[src/sv/rclm_pkg.sv]
// ----------------------------------------------------------------------------
// rclm_pkg
// Shared types, codes and constants of the RTS/CTS link MAC engine.
// ----------------------------------------------------------------------------
package rclm_pkg;

    // packet queue geometry
    localparam int QUEUE_DEPTH = 8;
    localparam int QA_W        = (QUEUE_DEPTH > 1) ? $clog2(QUEUE_DEPTH) : 1;
    localparam int QC_W        = $clog2(QUEUE_DEPTH + 1);

    // result queue geometry
    localparam int OQ_DEPTH = 4;
    localparam int OA_W     = $clog2(OQ_DEPTH);
    localparam int OC_W     = $clog2(OQ_DEPTH + 1);

    typedef logic [QA_W-1:0] t_qptr;
    typedef logic [QC_W-1:0] t_qcnt;
    typedef logic [OA_W-1:0] t_optr;
    typedef logic [OC_W-1:0] t_ocnt;

    // configuration register indexes
    localparam logic [2:0] CFG_OWN_ADDR   = 3'd0;
    localparam logic [2:0] CFG_BCAST_ADDR = 3'd1;
    localparam logic [2:0] CFG_MAX_ATT    = 3'd2;
    localparam logic [2:0] CFG_RSI_THR    = 3'd3;
    localparam logic [2:0] CFG_PWR_OFF    = 3'd4;
    localparam logic [2:0] CFG_MAX_PWR    = 3'd5;
    localparam logic [2:0] CFG_GATEWAY    = 3'd6;

    typedef enum logic [2:0] {
        OP_TICK    = 3'd0,
        OP_RTS_RX  = 3'd1,
        OP_CTS_RX  = 3'd2,
        OP_ACK_RX  = 3'd3,
        OP_ENQUEUE = 3'd4,
        OP_OTHER   = 3'd5
    } t_opcode;

    typedef enum logic [2:0] {
        LS_UNSYNC   = 3'd0,
        LS_IDLE     = 3'd1,
        LS_EXP_RTS  = 3'd2,
        LS_EXP_CTS  = 3'd3,
        LS_EXP_DATA = 3'd4,
        LS_EXP_ACK  = 3'd5
    } t_link_state;

    typedef enum logic [3:0] {
        ACT_RTS       = 4'd0,
        ACT_RTS_RSI   = 4'd1,
        ACT_BCAST     = 4'd2,
        ACT_DATA      = 4'd3,
        ACT_CTS       = 4'd4,
        ACT_DELIVERED = 4'd5,
        ACT_DROPPED   = 4'd6,
        ACT_ACCEPTED  = 4'd7,
        ACT_REJECTED  = 4'd8
    } t_action;

    // one packet queue entry
    typedef struct packed {
        logic [7:0] hop;
        logic [7:0] handle;
    } t_entry;

    // one result word as it leaves the block
    typedef struct packed {
        t_action     action;
        logic [7:0]  power;
        logic [7:0]  peer;
        logic [7:0]  handle;
        t_link_state ls;
        logic        last;
    } t_out_word;

    // queue pointer advance with wrap at the queue depth
    function automatic t_qptr qptr_inc(input t_qptr p);
        t_qptr r;
        if (p == QA_W'(QUEUE_DEPTH - 1)) begin
            r = '0;
        end else begin
            r = p + QA_W'(1);
        end
        return r;
    endfunction

endpackage

[src/sv/rts_cts_link_mac_engine.sv]
// ----------------------------------------------------------------------------
// rts_cts_link_mac_engine
// Slotted RTS/CTS/ACK link MAC with a queue of outgoing packet handles.
// ----------------------------------------------------------------------------
// Usage:
//   Input channel (i_in_valid / o_in_ready) carries one event word: slot tick,
//   received RTS/CTS/ACK, enqueue request or other frame. Output channel
//   (o_out_valid / i_out_ready) carries zero, one or two result words per
//   event; o_last marks the final word of an event.
//   Every event is decided in the cycle it is accepted; its words are stored
//   in the result queue registers. One event per cycle is accepted as long as
//   the four-word result queue has room for two more words, so the sustained
//   rate is one event per cycle whenever results are drained at that rate.
//   The head and second queue entries are kept prefetched from the packet
//   RAM (registered read ports) at the pointer the current event leaves, with
//   write forwarding, so back-to-back events never wait on the RAM.
//   Reset returns the link to unsynchronized with an empty queue and the
//   register defaults; the RAM itself is not cleared. When the receiver
//   stalls, words collect in the result queue and o_in_ready drops once fewer
//   than two free slots remain. Registers are written through the APB port,
//   by the user only while the block is idle; the block does not enforce it.
// ----------------------------------------------------------------------------
module rts_cts_link_mac_engine (
    input  logic              i_clk,
    input  logic              i_rst_n,
    // apb configuration
    input  logic              psel,
    input  logic              penable,
    input  logic              pwrite,
    input  logic [4:0]        paddr,
    input  logic [31:0]       pwdata,
    output logic [31:0]       prdata,
    output logic              pready,
    // event input
    input  logic              i_in_valid,
    output logic              o_in_ready,
    input  logic [2:0]        i_opcode,
    input  logic [7:0]        i_frame_source,
    input  logic [7:0]        i_frame_destination,
    input  logic              i_send_opportunity,
    input  logic [7:0]        i_peer_time_remaining,
    input  logic [6:0]        i_peer_link_loss,
    input  logic [7:0]        i_packet_handle,
    input  logic [7:0]        i_next_hop,
    // result output
    output logic              o_out_valid,
    input  logic              i_out_ready,
    output logic [3:0]        o_action,
    output logic signed [7:0] o_tx_power,
    output logic [7:0]        o_peer_address,
    output logic [7:0]        o_result_handle,
    output logic [2:0]        o_link_state_out,
    output logic              o_last
);
    import rclm_pkg::*;

    // configuration registers
    logic [7:0]  r_own_addr;
    logic [7:0]  r_bcast_addr;
    logic [3:0]  r_max_att;
    logic [7:0]  r_rsi_thr;
    logic [7:0]  r_pwr_off;
    logic [7:0]  r_max_pwr;
    logic        r_gateway;

    // link state
    t_link_state r_ls;
    logic [3:0]  r_att;
    logic [7:0]  r_radio;
    t_qptr       r_rd_ptr;
    t_qptr       r_wr_ptr;
    t_qcnt       r_cnt;

    t_link_state n_ls;
    logic [3:0]  n_att;
    logic [7:0]  n_radio;
    t_qptr       n_rd_ptr;
    t_qptr       n_wr_ptr;
    t_qcnt       n_cnt;

    // queue ram interface
    t_entry      w_head;
    t_entry      w_next;
    logic        w_we;
    t_entry      w_wdata;

    // result words
    t_out_word   w_word0;
    t_out_word   w_word1;
    logic [1:0]  w_push_n;
    logic        w_room2;
    t_out_word   w_oword;

    logic        w_accept;
    logic        w_cfg_wr;
    logic [2:0]  w_cfg_idx;
    t_opcode     w_op;

    // power and tick helpers
    logic signed [8:0] w_sum;
    logic [7:0]        w_sat_pwr;
    logic [7:0]        w_uni_pwr;
    t_link_state       w_ls0;
    logic [3:0]        w_att_inc;
    logic              w_reach;

    assign w_accept  = i_in_valid && o_in_ready;
    assign o_in_ready = w_room2;
    assign w_op      = t_opcode'(i_opcode);

    // apb register file
    assign pready    = 1'b1;
    assign w_cfg_wr  = psel && penable && pwrite;
    assign w_cfg_idx = paddr[4:2];

    always_ff @(posedge i_clk) begin
        if (!i_rst_n) begin
            r_own_addr   <= 8'd0;
            r_bcast_addr <= 8'd255;
            r_max_att    <= 4'd3;
            r_rsi_thr    <= 8'd16;
            r_pwr_off    <= 8'hA6;
            r_max_pwr    <= 8'd3;
            r_gateway    <= 1'b0;
        end else if (w_cfg_wr) begin
            case (w_cfg_idx)
                CFG_OWN_ADDR:   r_own_addr   <= pwdata[7:0];
                CFG_BCAST_ADDR: r_bcast_addr <= pwdata[7:0];
                CFG_MAX_ATT:    r_max_att    <= pwdata[3:0];
                CFG_RSI_THR:    r_rsi_thr    <= pwdata[7:0];
                CFG_PWR_OFF:    r_pwr_off    <= pwdata[7:0];
                CFG_MAX_PWR:    r_max_pwr    <= pwdata[7:0];
                CFG_GATEWAY:    r_gateway    <= pwdata[0];
                default: ;
            endcase
        end
    end

    always_comb begin
        case (w_cfg_idx)
            CFG_OWN_ADDR:   prdata = {24'd0, r_own_addr};
            CFG_BCAST_ADDR: prdata = {24'd0, r_bcast_addr};
            CFG_MAX_ATT:    prdata = {28'd0, r_max_att};
            CFG_RSI_THR:    prdata = {24'd0, r_rsi_thr};
            CFG_PWR_OFF:    prdata = {24'd0, r_pwr_off};
            CFG_MAX_PWR:    prdata = {24'd0, r_max_pwr};
            CFG_GATEWAY:    prdata = {31'd0, r_gateway};
            default:        prdata = 32'd0;
        endcase
    end

    // unicast power: saturated offset plus link loss, or max at zero time left
    always_comb begin
        w_sum = $signed({r_pwr_off[7], r_pwr_off}) + $signed({2'b00, i_peer_link_loss});
        if (w_sum > 9'sd127) begin
            w_sat_pwr = 8'h7F;
        end else if (w_sum < -9'sd128) begin
            w_sat_pwr = 8'h80;
        end else begin
            w_sat_pwr = w_sum[7:0];
        end
        w_uni_pwr = (i_peer_time_remaining == 8'd0) ? r_max_pwr : w_sat_pwr;
    end

    // start-of-event state and failed-attempt charge
    assign w_ls0     = (r_gateway && (r_ls == LS_UNSYNC)) ? LS_IDLE : r_ls;
    assign w_att_inc = r_att + 4'd1;
    assign w_reach   = (w_att_inc >= r_max_att);

    // event decision
    always_comb begin
        t_entry     s_head;
        t_qptr      s_rd;
        t_qcnt      s_cnt;
        logic       s_drop;
        t_out_word  s_send;
        t_out_word  s_dropw;

        n_ls     = r_ls;
        n_att    = r_att;
        n_radio  = r_radio;
        n_rd_ptr = r_rd_ptr;
        n_wr_ptr = r_wr_ptr;
        n_cnt    = r_cnt;
        w_we     = 1'b0;
        w_wdata  = '{hop: i_next_hop, handle: i_packet_handle};
        w_word0  = '0;
        w_word1  = '0;
        w_push_n = 2'd0;
        s_head   = w_head;
        s_rd     = r_rd_ptr;
        s_cnt    = r_cnt;
        s_drop   = 1'b0;
        s_send   = '0;
        s_dropw  = '{action: ACT_DROPPED, power: 8'd0, peer: w_head.hop,
                     handle: w_head.handle, ls: LS_IDLE, last: 1'b0};

        if (w_accept) begin
            case (w_op)
                // slot tick
                OP_TICK: begin
                    n_ls = w_ls0;
                    if (w_ls0 != LS_UNSYNC) begin
                        if (w_ls0 == LS_EXP_CTS || w_ls0 == LS_EXP_ACK) begin
                            n_att = w_reach ? 4'd0 : w_att_inc;
                            s_drop = w_reach && (r_cnt != '0);
                        end
                        if (s_drop) begin
                            s_head = w_next;
                            s_rd   = qptr_inc(r_rd_ptr);
                            s_cnt  = r_cnt - QC_W'(1);
                        end
                        n_ls = LS_EXP_RTS;
                        if ((s_cnt != '0) && i_send_opportunity) begin
                            if (s_head.hop == r_bcast_addr) begin
                                n_radio = r_max_pwr;
                                s_send  = '{action: ACT_BCAST, power: r_max_pwr,
                                            peer: s_head.hop, handle: s_head.handle,
                                            ls: LS_IDLE, last: 1'b0};
                                s_rd    = qptr_inc(s_rd);
                                s_cnt   = s_cnt - QC_W'(1);
                                n_ls    = LS_IDLE;
                            end else begin
                                n_radio = w_uni_pwr;
                                s_send  = '{action: (i_peer_time_remaining < r_rsi_thr) ?
                                                    ACT_RTS_RSI : ACT_RTS,
                                            power: w_uni_pwr, peer: s_head.hop,
                                            handle: s_head.handle, ls: LS_IDLE,
                                            last: 1'b0};
                                n_ls    = LS_EXP_CTS;
                            end
                            if (s_drop) begin
                                w_word0  = s_dropw;
                                w_word1  = s_send;
                                w_push_n = 2'd2;
                            end else begin
                                w_word0  = s_send;
                                w_push_n = 2'd1;
                            end
                        end else if (s_drop) begin
                            w_word0  = s_dropw;
                            w_push_n = 2'd1;
                        end
                        n_rd_ptr = s_rd;
                        n_cnt    = s_cnt;
                    end
                end
                // received rts
                OP_RTS_RX: begin
                    if (w_ls0 != LS_UNSYNC && w_ls0 != LS_EXP_RTS) begin
                        n_ls = LS_IDLE;
                    end else if (i_frame_destination == r_own_addr) begin
                        n_radio  = r_max_pwr;
                        w_word0  = '{action: ACT_CTS, power: r_max_pwr,
                                     peer: i_frame_source, handle: 8'd0,
                                     ls: LS_IDLE, last: 1'b0};
                        w_push_n = 2'd1;
                        n_ls     = LS_EXP_DATA;
                    end else begin
                        n_ls = LS_EXP_RTS;
                    end
                end
                // received cts or ack
                OP_CTS_RX, OP_ACK_RX: begin
                    n_ls = LS_IDLE;
                    if (((w_op == OP_CTS_RX && w_ls0 == LS_EXP_CTS) ||
                         (w_op == OP_ACK_RX && w_ls0 == LS_EXP_ACK)) &&
                        (r_cnt != '0)) begin
                        if (w_head.hop != i_frame_source) begin
                            n_att = w_reach ? 4'd0 : w_att_inc;
                            if (w_reach) begin
                                w_word0  = s_dropw;
                                w_push_n = 2'd1;
                                n_rd_ptr = qptr_inc(r_rd_ptr);
                                n_cnt    = r_cnt - QC_W'(1);
                            end
                        end else if (w_op == OP_CTS_RX) begin
                            w_word0  = '{action: ACT_DATA, power: r_radio,
                                         peer: w_head.hop, handle: w_head.handle,
                                         ls: LS_IDLE, last: 1'b0};
                            w_push_n = 2'd1;
                            n_ls     = LS_EXP_ACK;
                        end else begin
                            w_word0  = '{action: ACT_DELIVERED, power: 8'd0,
                                         peer: w_head.hop, handle: w_head.handle,
                                         ls: LS_IDLE, last: 1'b0};
                            w_push_n = 2'd1;
                            n_rd_ptr = qptr_inc(r_rd_ptr);
                            n_cnt    = r_cnt - QC_W'(1);
                            n_att    = 4'd0;
                        end
                    end
                end
                // enqueue request
                OP_ENQUEUE: begin
                    n_ls     = w_ls0;
                    w_push_n = 2'd1;
                    if (r_cnt >= QC_W'(QUEUE_DEPTH)) begin
                        w_word0 = '{action: ACT_REJECTED, power: 8'd0, peer: i_next_hop,
                                    handle: i_packet_handle, ls: LS_IDLE, last: 1'b0};
                    end else begin
                        w_we     = 1'b1;
                        n_wr_ptr = qptr_inc(r_wr_ptr);
                        n_cnt    = r_cnt + QC_W'(1);
                        w_word0  = '{action: ACT_ACCEPTED, power: 8'd0, peer: i_next_hop,
                                     handle: i_packet_handle, ls: LS_IDLE, last: 1'b0};
                    end
                end
                OP_OTHER: begin
                    n_ls = LS_IDLE;
                end
                default: ;
            endcase
        end

        // final link state and last marker on the emitted words
        w_word0.ls = n_ls;
        w_word1.ls = n_ls;
        w_word0.last = (w_push_n == 2'd1);
        w_word1.last = 1'b1;
    end

    // state registers
    always_ff @(posedge i_clk) begin
        if (!i_rst_n) begin
            r_ls     <= LS_UNSYNC;
            r_att    <= 4'd0;
            r_radio  <= 8'd0;
            r_rd_ptr <= '0;
            r_wr_ptr <= '0;
            r_cnt    <= '0;
        end else begin
            r_ls     <= n_ls;
            r_att    <= n_att;
            r_radio  <= n_radio;
            r_rd_ptr <= n_rd_ptr;
            r_wr_ptr <= n_wr_ptr;
            r_cnt    <= n_cnt;
        end
    end

    // packet queue storage, head and second entry prefetched every cycle
    rclm_queue_ram u_queue_ram (
        .i_clk     (i_clk),
        .i_we      (w_we),
        .i_waddr   (r_wr_ptr),
        .i_wdata   (w_wdata),
        .i_raddr_a (n_rd_ptr),
        .i_raddr_b (qptr_inc(n_rd_ptr)),
        .o_rdata_a (w_head),
        .o_rdata_b (w_next)
    );

    // result queue
    rclm_result_queue u_result_queue (
        .i_clk    (i_clk),
        .i_rst_n  (i_rst_n),
        .i_push_n (w_push_n),
        .i_word0  (w_word0),
        .i_word1  (w_word1),
        .o_room2  (w_room2),
        .o_valid  (o_out_valid),
        .i_ready  (i_out_ready),
        .o_word   (w_oword)
    );

    assign o_action         = w_oword.action;
    assign o_tx_power       = $signed(w_oword.power);
    assign o_peer_address   = w_oword.peer;
    assign o_result_handle  = w_oword.handle;
    assign o_link_state_out = w_oword.ls;
    assign o_last           = w_oword.last;

endmodule

[src/sv/rclm_queue_ram.sv]
// ----------------------------------------------------------------------------
// rclm_queue_ram
// Packet queue storage: one write port, two registered read ports, with
// same-cycle write data forwarded to a read of the same entry.
// ----------------------------------------------------------------------------
module rclm_queue_ram (
    input  logic            i_clk,
    input  logic            i_we,
    input  rclm_pkg::t_qptr  i_waddr,
    input  rclm_pkg::t_entry i_wdata,
    input  rclm_pkg::t_qptr  i_raddr_a,
    input  rclm_pkg::t_qptr  i_raddr_b,
    output rclm_pkg::t_entry o_rdata_a,
    output rclm_pkg::t_entry o_rdata_b
);
    import rclm_pkg::*;

    t_entry r_mem [QUEUE_DEPTH];
    t_entry r_rd_a;
    t_entry r_rd_b;

    // write port
    always_ff @(posedge i_clk) begin
        if (i_we) begin
            r_mem[i_waddr] <= i_wdata;
        end
    end

    // read ports with write forwarding
    always_ff @(posedge i_clk) begin
        r_rd_a <= (i_we && (i_waddr == i_raddr_a)) ? i_wdata : r_mem[i_raddr_a];
        r_rd_b <= (i_we && (i_waddr == i_raddr_b)) ? i_wdata : r_mem[i_raddr_b];
    end

    assign o_rdata_a = r_rd_a;
    assign o_rdata_b = r_rd_b;

endmodule

[src/sv/rclm_result_queue.sv]
// ----------------------------------------------------------------------------
// rclm_result_queue
// Small result queue: takes up to two words a cycle, hands out one word a
// cycle on a valid/ready channel.
// ----------------------------------------------------------------------------
module rclm_result_queue (
    input  logic               i_clk,
    input  logic               i_rst_n,
    input  logic [1:0]         i_push_n,
    input  rclm_pkg::t_out_word i_word0,
    input  rclm_pkg::t_out_word i_word1,
    output logic               o_room2,
    output logic               o_valid,
    input  logic               i_ready,
    output rclm_pkg::t_out_word o_word
);
    import rclm_pkg::*;

    t_out_word r_q [OQ_DEPTH];
    t_optr     r_wp;
    t_optr     r_rp;
    t_ocnt     r_cnt;
    t_optr     n_wp;
    t_optr     n_rp;
    t_ocnt     n_cnt;
    logic      w_pop;

    assign w_pop   = (r_cnt != '0) && i_ready;
    assign o_valid = (r_cnt != '0);
    assign o_word  = r_q[r_rp];
    assign o_room2 = (r_cnt <= OC_W'(OQ_DEPTH - 2));

    // pointer and count update
    always_comb begin
        n_wp  = r_wp + OA_W'(i_push_n);
        n_rp  = w_pop ? r_rp + OA_W'(1) : r_rp;
        n_cnt = r_cnt + OC_W'(i_push_n) - OC_W'(w_pop);
    end

    always_ff @(posedge i_clk) begin
        if (!i_rst_n) begin
            r_wp  <= '0;
            r_rp  <= '0;
            r_cnt <= '0;
        end else begin
            r_wp  <= n_wp;
            r_rp  <= n_rp;
            r_cnt <= n_cnt;
        end
    end

    // word storage
    always_ff @(posedge i_clk) begin
        if (i_push_n != 2'd0) begin
            r_q[r_wp] <= i_word0;
        end
        if (i_push_n == 2'd2) begin
            r_q[r_wp + OA_W'(1)] <= i_word1;
        end
    end

endmodule
[config.mk]
export PLATFORM = sky130hd
export DESIGN_NAME = rts_cts_link_mac_engine
export DESIGN_NICKNAME = d
export VERILOG_FILES = /design/src/sv/rclm_pkg.sv /design/src/sv/rts_cts_link_mac_engine.sv /design/src/sv/rclm_queue_ram.sv /design/src/sv/rclm_result_queue.sv
export SDC_FILE = /design/constraint.sdc
export NUM_CORES = 1
export LEC_CHECK = 0
export BUFFER_PORTS_ARGS = -buffer_cell sky130_fd_sc_hd__buf_2
export CAP_MARGIN = 5
export CORE_ASPECT_RATIO = 0.6
export CORE_MARGIN = 5
export CORE_UTILIZATION = 49
export CTS_CLUSTER_SIZE = 12
export DETAILED_ROUTE_END_ITERATION = 10
export PLACE_DENSITY = 0.67
export SLEW_MARGIN = 20
export SYNTH_ARGS = -nofsm -noshare
export SYNTH_HDL_FRONTEND = slang
export SYNTH_SLANG_ARGS = --single-unit
[constraint.sdc]
create_clock -name i_clk -period 18.6 [get_ports i_clk]
set_input_delay 2.79 -clock i_clk [delete_from_list [all_inputs] [get_ports i_clk]]
set_output_delay 2.79 -clock i_clk [all_outputs]
set_load 0.01 [all_outputs]
==> metrics <==
overall overflow remaining after global route 0; top-level I/O count 162; clock latency reported for the late side of the worst-skew pair 540 ps; accumulated negative setup slack 0 ps; total power per unit cell area 87.7 mW/mm^2; final WL 50700 microns; initial core utilization 49.9%; global-route wire length before repair 77400 microns; Routability Congestion 0.886; core area 0.0365 sq mm; CP max stage cell sky130_fd_sc_hd__mux4_2; Final Instance Count excl. Fillers 2107; skew final 28.4 ps; most common cell after layout, fill and taps aside sky130_fd_sc_hd__edfxtp_1; maximum clock insertion buffer count 3; number of hold violations in the final report 0; dominant synthesized flop cell sky130_fd_sc_hd__edfxtp_1; critical path fanouts, max 22; area of the die 0.0412 sq mm; # fillers 3110; buffers plus inverters on the worst setup path 2; CTS HTree Levels 2; sequential element share of the synthesized area 50.9%; Worst IR Drop VDD 0.0713 mV; synthesized flop and latch total 341; warnings from Yosys 0; # DRC 0; Critical Path AT 4190 ps; pin count of the biggest net entering global routing 46; largest family of logic cells by synthesized area multiplexers; count of flip-flops with a built-in enable after synthesis 244; Crit Path Category in -> out; Initial DRT Pass Iterations 7; Clock Sinks 341; number of resized instances in the post-cts repair step 0; portion of the clock cycle consumed by the worst path in the final layout 37.5%; sort of element at the start of the critical path primary input; worst slack on hold paths 461 ps; average cell area after synthesis 11.9 sq um; count of distinct cell types in the synthesized netlist 74; post-synthesis mux area share 17.2%; die extent in y 159 microns; Via Count 13200; maximum single-stage delay on the critical path 590 ps; most frequent cells in the layout sky130_fd_sc_hd__edfxtp_1, sky130_fd_sc_hd__nand2_1, sky130_fd_sc_hd__buf_2; horizontal extent of the die 259 microns; Detailed Route Iter0 Violations 1600; Synth Area in Adders 2.63%; vias in the first global route 12900; Synth Instances 1530; post-DR wirelength/cell 24.1 microns; xor-xnor portion of the synthesized cell area 1.97%; Max-Slew Margin vs Limit 20.3%; library cell used as clock root buffer sky130_fd_sc_hd__clkbuf_16; Worst Hold Path Cells 2; post-detailed-route count of antenna-violating nets 0; share of synthesized cell area in and, or, nand and nor gates 11.8%; fraction of the mapped netlist area in compound gates 11.4%; Crit path depth 4; total CTS buffers 36; RSZ-0062 raised after global routing no; global-route usage over all layers 24.0%; antenna violations before repair 1; number of placement rows 54; proportion of synthesized flip-flops having asynchronous set or reset 0%; status completed; CTS tree built; Worst path top cell family by delay multiplexers; worst min path class reg -> reg; worst-margin pin slew 1200 ps; fraction of layout cells with a size suffix above 1 19.9%; endpoints failing setup 0; area growth from synthesis to layout 10.9%; cell area after technology mapping 0.0182 sq mm; worst-path cell chain buf_2, mux4_2, mux2_2, buf_2; number of vias per cell 6.28; number of input and output port buffers inserted 110; Achievable Freq 143 MHz; reported leakage power 0.00706 uW; number of max-cap violations 0; final period demand of the worst path 6980 ps; number of placed cells counting well taps 2049; reg2reg path depth 20; placed wire-length estimate 34700 microns; final net count 1743; clock-pin slew on the worst setup and hold paths 60 ps; post-CTS setup buffer count 0; Top cell by count, worst path sky130_fd_sc_hd__buf_2; Hold Buf Count CTS 0; required time at the worst-slack endpoint 15810 ps; critical path endpoint category output pin; Slew Viols, Final 0
flip-flops by register name, summed over array words and instances, names as in the netlist, named ones only:
name	cells
r_cnt	4
r_att	4
u_result_queue.r_rp	2
r_radio	8
r_max_pwr	8
r_max_att	4
r_own_addr	8
r_ls	3
u_result_queue.r_wp	2
u_queue_ram.r_mem	128
r_pwr_off	8
r_bcast_addr	8
u_result_queue.r_q	128
r_rsi_thr	8
r_gateway	1
r_rd_ptr	3
u_result_queue.r_cnt	3
r_wr_ptr	3
power by group:
group	total [uW]	internal, uW	switching, uW	leakage (uW)
Clock	684	389	295	0.000529
Combinational	255	105	150	0.00344
Sequential	832	822	10.7	0.00309
metal layers:
metal | GRT usage (%) | vias up | wire length, microns
met4 | 5.45 | 0 | 940
met1 | 37.7 | 6500 | 22800
met2 | 34.0 | 686 | 21800
li1 | - | 5983 | -
met5 | 0 | - | 0
met3 | 5.56 | 68 | 5240
cell usage after synthesis (36+ instances only):
cell / n / area, sq um
sky130_fd_sc_hd__nand2_1: 155 / 582
sky130_fd_sc_hd__mux2i_1: 87 / 871
sky130_fd_sc_hd__mux4_2: 90 / 2030
sky130_fd_sc_hd__clkbuf_1: 61 / 229
sky130_fd_sc_hd__nand3_1: 42 / 210
sky130_fd_sc_hd__o21ai_0: 56 / 280
sky130_fd_sc_hd__dfxtp_1: 97 / 1940
sky130_fd_sc_hd__o22ai_1: 79 / 494
sky130_fd_sc_hd__nor2_1: 93 / 349
sky130_fd_sc_hd__edfxtp_1: 244 / 7330
sky130_fd_sc_hd__inv_1: 36 / 135
sky130_fd_sc_hd__a21oi_1: 49 / 245
final timing paths:
path | startpoint | end | slack (ps)
min reg2reg | r_radio[1]$_SDFFE_PN0P_ | r_radio[1]$_SDFFE_PN0P_ | 460
max reg2reg | r_att[0]$_SDFFE_PN0P_ | u_result_queue.r_q[1][5]$_DFFE_PP_ | 12100
max | paddr[2] | prdata[0] | 11620
min | r_radio[1]$_SDFFE_PN0P_ | r_radio[1]$_SDFFE_PN0P_ | 460
final cells by class:
cell class	instances	area [sq um]	area share, %
timing repair buffer	143	798	3.95
clock buffer	52	1040	5.17
clock inverter	5	38.8	0.192
sequential	341	9270	45.9
antenna	1	2.50	0.0124
multi-input combinational	1051	8300	41.1
inverter	38	143	0.706
tap	476	596	2.95
per-stage QoR:
stage          area [sq um]  utilization (%)  setup slack, ps  total power (uW)
2_1_floorplan         18300                -            11920              1020
3_3_place_gp          19100             52.4            11640              1100
3_5_place_dp          19100             52.4            11620              1100
4_1_cts               20200             55.3            11620              1780
5_1_grt               20200             55.3            11550              1840
6_report              20200             55.3            11620              1770
worst register-to-register path: cells and delay by family, from the launching register on:
kind / cells / cell delay [ps]
XOR/XNOR: 1 / 180
AO/OA/AOI/OAI: 4 / 2180
adder cells (fa/ha/maj): 3 / 760
AND/OR/NAND/NOR: 6 / 1470
flip-flops: 1 / 410
buffers and inverters: 6 / 1170
kinds of logic after synthesis:
kind of cell	count (synthesis)
and+or+nand+nor	444
DFF	341
AOI/OAI and AO/OA	307
muxes	197
buffers and inverters	161
xor gates and xnor gates	41
adders and majority gates	37
other	2
No activity file was read; power rests on OpenSTA's default activity.
